$ cat src/design/heading_align_controller_defines.svh
// Assertion helpers shared by the heading alignment RTL
`ifndef HEADING_ALIGN_CONTROLLER_DEFINES_SVH
`define HEADING_ALIGN_CONTROLLER_DEFINES_SVH

// property that holds whenever the block is out of reset
`define HAC_ASSERT(label, prop, msg) \
   label: assert property (@(posedge clock) disable iff (reset) (prop)) else $error(msg);

// implication checked on the following cycle
`define HAC_ASSERT_NEXT(label, ante, cons, msg) \
   label: assert property (@(posedge clock) disable iff (reset) (ante) |=> (cons)) \
      else $error(msg);

`endif

$ cat src/design/hac_pkg.sv
`timescale 1ns / 1ps
package hac_pkg;
   localparam logic [1:0] CMD_RESET_ALIGN = 2'd0;
   localparam logic [1:0] CMD_CLEAR_ROUTE = 2'd1;
   localparam logic [1:0] CMD_APPEND      = 2'd2;
   localparam logic [1:0] CMD_TICK        = 2'd3;

   localparam logic [2:0] ST_ALIGNING  = 3'd0;
   localparam logic [2:0] ST_ALIGNED   = 3'd1;
   localparam logic [2:0] ST_WAITING   = 3'd2;
   localparam logic [2:0] ST_TIMED_OUT = 3'd3;
   localparam logic [2:0] ST_BAD_TASK  = 3'd4;
   localparam logic [2:0] ST_BAD_CFG   = 3'd5;
   localparam logic [2:0] ST_STORED    = 3'd6;
   localparam logic [2:0] ST_FULL      = 3'd7;

   localparam logic [2:0] REG_ENTER = 3'd0;
   localparam logic [2:0] REG_EXIT  = 3'd1;
   localparam logic [2:0] REG_HOLD  = 3'd2;
   localparam logic [2:0] REG_GAIN  = 3'd3;
   localparam logic [2:0] REG_RATE  = 3'd4;
   localparam logic [2:0] REG_MIND  = 3'd5;

   localparam int ATAN_LEN = 24;

   // atan(2^-i) in 2^32 = 2*pi units
   function automatic logic [31:0] atan_entry(input logic [4:0] i);
      logic [31:0] r;
      case (i)
         5'd0: r = 32'd536870912;
         5'd1: r = 32'd316933406;
         5'd2: r = 32'd167458907;
         5'd3: r = 32'd85004756;
         5'd4: r = 32'd42667331;
         5'd5: r = 32'd21354465;
         5'd6: r = 32'd10679838;
         5'd7: r = 32'd5340245;
         5'd8: r = 32'd2670163;
         5'd9: r = 32'd1335087;
         5'd10: r = 32'd667544;
         5'd11: r = 32'd333772;
         5'd12: r = 32'd166886;
         5'd13: r = 32'd83443;
         5'd14: r = 32'd41722;
         5'd15: r = 32'd20861;
         5'd16: r = 32'd10430;
         5'd17: r = 32'd5215;
         5'd18: r = 32'd2608;
         5'd19: r = 32'd1304;
         5'd20: r = 32'd652;
         5'd21: r = 32'd326;
         5'd22: r = 32'd163;
         5'd23: r = 32'd81;
         default: r = 32'd0;
      endcase
      return r;
   endfunction

   typedef struct packed {
      logic        start;
      logic [32:0] dx;
      logic [32:0] dy;
   } cordic_req_type;

   typedef struct packed {
      logic        done;
      logic [15:0] angle;
   } cordic_rsp_type;
endpackage

$ cat src/design/hac_cordic.sv
`timescale 1ns / 1ps
`include "heading_align_controller_defines.svh"
module hac_cordic
   import hac_pkg::*;
#(
   parameter int CORDIC_STEPS = 16
) (
   input  logic           clock,
   input  logic           reset,
   input  cordic_req_type req,
   output cordic_rsp_type rsp
);
   localparam int NSTEPS = (CORDIC_STEPS < ATAN_LEN) ? CORDIC_STEPS : ATAN_LEN;

   localparam logic [1:0] C_IDLE  = 2'd0;
   localparam logic [1:0] C_NORM  = 2'd1;
   localparam logic [1:0] C_ROT   = 2'd2;
   localparam logic [1:0] C_DONE  = 2'd3;

   // 33-bit operands, small ones scaled up to ~2^30; rotation grows by <1.65: 35 bits fit, use 36
   logic [1:0]  state_ff, state_in;
   logic signed [35:0] x_ff, x_in, y_ff, y_in;
   logic [31:0] z_ff, z_in;
   logic [4:0]  i_ff, i_in;
   logic [5:0]  n_ff, n_in;
   logic signed [35:0] xs, ys, ax, ay;

   always_comb begin
      state_in = state_ff;
      x_in = x_ff;
      y_in = y_ff;
      z_in = z_ff;
      i_in = i_ff;
      n_in = n_ff;
      ax = x_ff[35] ? -x_ff : x_ff;
      ay = y_ff[35] ? -y_ff : y_ff;
      xs = x_ff >>> i_ff;
      ys = y_ff >>> i_ff;
      case (state_ff)
         C_IDLE: begin
            if (req.start) begin
               x_in = 36'(signed'(req.dx));
               y_in = 36'(signed'(req.dy));
               z_in = '0;
               n_in = '0;
               i_in = '0;
               state_in = C_NORM;
            end
         end
         C_NORM: begin
            if (ax < 36'sd1073741824 && ay < 36'sd1073741824 && n_ff < 6'd40) begin
               x_in = x_ff <<< 1;
               y_in = y_ff <<< 1;
               n_in = n_ff + 6'd1;
            end else begin
               if (x_ff[35]) begin
                  x_in = -x_ff;
                  y_in = -y_ff;
                  z_in = 32'h8000_0000;
               end
               state_in = C_ROT;
            end
         end
         C_ROT: begin
            if (!y_ff[35] && y_ff != 0) begin
               x_in = x_ff + ys;
               y_in = y_ff - xs;
               z_in = z_ff + atan_entry(i_ff);
            end else begin
               x_in = x_ff - ys;
               y_in = y_ff + xs;
               z_in = z_ff - atan_entry(i_ff);
            end
            i_in = i_ff + 5'd1;
            if (32'(i_ff) == NSTEPS - 1) state_in = C_DONE;
         end
         default: state_in = C_IDLE;
      endcase
   end

   always_ff @(posedge clock) begin
      if (reset) begin
         state_ff <= C_IDLE;
         n_ff <= '0;
      end else begin
         state_ff <= state_in;
         n_ff <= n_in;
      end
      x_ff <= x_in;
      y_ff <= y_in;
      z_ff <= z_in;
      i_ff <= i_in;
   end

   logic [31:0] zr;
   assign zr = z_ff + 32'h0000_8000;
   assign rsp.done  = (state_ff == C_DONE);
   assign rsp.angle = zr[31:16];

   `HAC_ASSERT_NEXT(a_done_one, state_ff == C_DONE, state_ff == C_IDLE, "done held")
   `HAC_ASSERT(a_start_idle, !(req.start && state_ff != C_IDLE), "start while busy")
   `HAC_ASSERT(a_norm_cap, n_ff <= 6'd40, "normalize overrun")
endmodule

$ cat config.mk
export PLATFORM = sky130hd
export DESIGN_NAME = hac_cordic
export DESIGN_NICKNAME = d
export VERILOG_FILES = /design/src/design/hac_pkg.sv /design/src/design/hac_cordic.sv
export VERILOG_INCLUDE_DIRS = /design/src /design/src/design
export SDC_FILE = /design/constraint.sdc
export NUM_CORES = 1
export LEC_CHECK = 0
export BUFFER_PORTS_ARGS = -buffer_cell sky130_fd_sc_hd__buf_2
export CORE_UTILIZATION = 65
export CTS_BUF_LIST = sky130_fd_sc_hd__clkbuf_8 sky130_fd_sc_hd__clkbuf_16
export DETAILED_ROUTE_END_ITERATION = 8
export PLACE_DENSITY = 0.83
export REMOVE_ABC_BUFFERS = 1
export SLEW_MARGIN = 10
export SYNTH_ARGS = -nofsm -noshare
export SYNTH_HDL_FRONTEND = slang
export SYNTH_SLANG_ARGS = --single-unit
export TNS_END_PERCENT = 10
$ cat constraint.sdc
create_clock -name clock -period 8.8 [get_ports clock]
set_input_delay 0.44 -clock clock [delete_from_list [all_inputs] [get_ports clock]]
set_output_delay 0.44 -clock clock [all_outputs]
set_load 0.1 [all_outputs]
==> results.cfg <==
[sta]
setup-tns-final_ns = 0
setup_viol = 0
finalMaxSlewViolations = 0
tightest_slew_ns = 1.38
hold_viol = 0
max-slew-margin-rel_pct = 7.88
fin_crit_sh_pct = 90.2
fin_ws_ns = 0.865
layout_min_cycle_time_ns = 7.94
max_freq_mhz = 126
finalClockSkew_ns = 0.0215
rsz0062_at_grt = no

[grt]
grt_pass1_vias = 21700
grt_max_degree = 71
grt_pass1_wl_mm = 125
grt_overflow = 0
track_usage_pct = 48.5
antenna_found_initial = 0

[worst_setup_path]
crit_slowest_cell = a222oi_1
criticalPathCategory = reg2reg
crit_arrival_ns = 8.17
crit_start = i_ff[0]$_DFFE_PP_
worst-path-buf-inv = 2
worstPathMaxFanout = 19
worst_setup_path_end_kind = flop
r2r-start = i_ff[0]$_DFFE_PP_
required_ns = 9.03
critPathMaxStageDelay_ns = 0.89
cpLargestDelayFamily = compound AO/OA/AOI/OAI gates
path_cells = inv_1 > buf_4 > mux2_2 > o22a_1 > a222oi_1 > nand4_2 > nor4_4 > a21oi_1 > xor2_1 > ha_1 > nand4_1 > nor2_1 > o21ai_0 > a31oi_1 > a2111oi_0 > o21ai_0 > a22oi_1 > nand2b_1 > a2111oi_0 > or3_1 > nand4_1
cp-start-kind = flop

[clock_network]
cts_hold_buf = 0
clock_latency_ns = 0.48
postCtsSetupBuffers = 0
cts_buffers = 17
tritoncts = yes
cts_root_buf = clkbuf_16
clkTransAtPathRegs_ns = 0.08
cts-resized-gates = 0
cts_num_sinks = 147
h-tree-depth = 4
clockBufferDepth = 2

[synthesis]
synth-compound-area-share_pct = 24.2
synth_top_family_by_area = compound AO/OA/AOI/OAI gates
synth_cell_types = 97
ys_seq_area_share_pct = 18.7
netlist_area_sq_um = 21500
synth_edf_count = 109
synthAdderAreaFrac_pct = 7.55
ys_async_sr_fraction_pct = 0
ys_ff_latch = 147
synth.avg_cell_area_sq_um = 8.07
synth_xor_area_share_pct = 9.44
synth_warnings = 0
syn_inst = 2667
ys.flop_type = edfxtp_1
synthSimpleGateAreaFrac_pct = 20.1
synthMuxAreaShare_pct = 14.7

[die]
fp-row-count = 66
io_pins = 86
core_area_sq_um = 32500
initial_core_util_pct = 66.1
die-height_um = 184
die_w_um = 184
die_area_sq_um = 33800

[routing]
via_count = 22900
route.detailed.drc = 0
wl_per_cell_um = 26.7
firstDrtPassIters = 7
antenna_left = 0
viasPerCell = 7.47
drt_iter0_markers = 3260
finalWirelength_mm = 82.2

[layout]
fin_util_pct = 69.6
fillers = 2656
area_growth_pct = 5.20
nets = 2813
drive_gt1_share_pct = 12.7

[hold_path]
hold_path_class = in2reg
min_from = reset

[placement]
gp_congestion = 1.11
dp_slack_ns = 1.32
dp_hpwl_mm = 58.9
portBuffers = 85

[outcome]
status = complete, no violations

[flow_run]
maxCapViolCount = 0
## synthesized netlist by cell type (all sizes together) (13+ instances only)
cell type,instances,area [sq um]
a211oi,22,170
nor2,300,1130
o21a,29,218
mux4,97,2190
or3,25,156
dfxtp,38,761
mux2i,72,721
nand2b,41,257
nor3,41,205
a31oi,38,238
a221oi,27,236
a21oi,198,995
inv,61,229
or4,13,101
or2,20,125
a22oi,39,293
xnor2,122,1070
nor4,21,168
and2,19,119
nand4,14,93.8
nand3,55,275
xor2,110,963
o221ai,23,201
and3,27,169
mux2,23,259
ha,125,1560
o31ai,15,113
buf,66,380
o41ai,14,123
nor2b,28,175
edfxtp,109,3270
nand2,274,1030
o22ai,29,181
o21ai,160,801
a21o,53,398
clkbuf,138,519
o211ai,17,128
## through the flow
step / area (sq um) / hold slack (ns) / cells
2_1_floorplan: 20600 / 0.430 / 2463
3_3_place_gp: 22100 / 0.442 / 3039
3_5_place_dp: 22100 / 0.458 / 3039
4_1_cts: 22600 / 0.199 / 3071
5_1_grt: 22600 / 0.195 / 3071
6_report: 22600 / 0.194 / 3072
## layer usage
| metal | wire [um] | global-route usage [%] | vias up | part of all wire [%] |
|---|---|---|---|---|
| met3 | 10500 | 13.6 | 469 | 13 |
| li1 | - | - | 9911 | - |
| met4 | 6690 | 34.9 | 0 | 8.1 |
| met2 | 35400 | 73.5 | 1838 | 43 |
| met1 | 29600 | 59.0 | 10700 | 36 |
| met5 | 0 | 0 | - | 0 |
## cells by family after synthesis
group	Yosys count
AND/OR/NAND/NOR	913
AO/OA/AOI/OAI	789
buffers and inverters	266
XOR/XNOR	232
multiplexers	192
flip-flops	147
adder cells (fa/ha/maj)	128
## layout by cell type, fill, tap and decap left out, types with 21 or more instances in the layout
| cell | netlist | layout |
|---|---|---|
| nor2_1 | 298 | 296 |
| nand2_1 | 273 | 272 |
| a21oi_1 | 197 | 195 |
| o21ai_0 | 148 | 147 |
| ha_1 | 125 | 123 |
| xnor2_1 | 122 | 122 |
| xor2_1 | 110 | 110 |
| edfxtp_1 | 109 | 109 |
| mux4_2 | 95 | 95 |
| buf_2 | 31 | 85 |
| mux2i_1 | 72 | 72 |
| inv_1 | 58 | 59 |
| nand3_1 | 55 | 55 |
| a21o_1 | 53 | 53 |
| buf_4 | 9 | 45 |
| nor3_1 | 41 | 41 |
| nand2b_1 | 41 | 41 |
| a22oi_1 | 39 | 39 |
| a31oi_1 | 38 | 38 |
| dfxtp_1 | 38 | 38 |
| o21a_1 | 29 | 29 |
| o22ai_1 | 29 | 29 |
| nor2b_1 | 28 | 28 |
| a221oi_1 | 27 | 27 |
| and3_1 | 27 | 27 |
| or3_1 | 25 | 25 |
| mux2_2 | 23 | 23 |
| o221ai_1 | 23 | 23 |
| a211oi_1 | 21 | 21 |
## cell type report
type,count,area [sq um],area share [%]
Multi-Input combinational cell,2254,16400,72.5
Antenna cell,1,2.50,0.0111
Timing Repair Buffer,134,843,3.72
Inverter,62,233,1.03
Clock buffer,20,478,2.11
Sequential cell,147,4030,17.8
Tap cell,442,553,2.44
Clock inverter,12,92.6,0.409
## final timing paths
path | cells after the start | slack [ns] | end
min reg2reg | 2 | 0.47 | n_ff[5]$_SDFFE_PP0P_
min | 2 | 0.19 | state_ff[1]$_SDFFE_PP0P_
max | 21 | 0.86 | y_ff[33]$_DFFE_PP_
max reg2reg | 21 | 0.86 | y_ff[33]$_DFFE_PP_
Power is left out: the tool's default activity adds up to more than one toggle a clock period on the data nets, which glitch-free logic cannot reach.
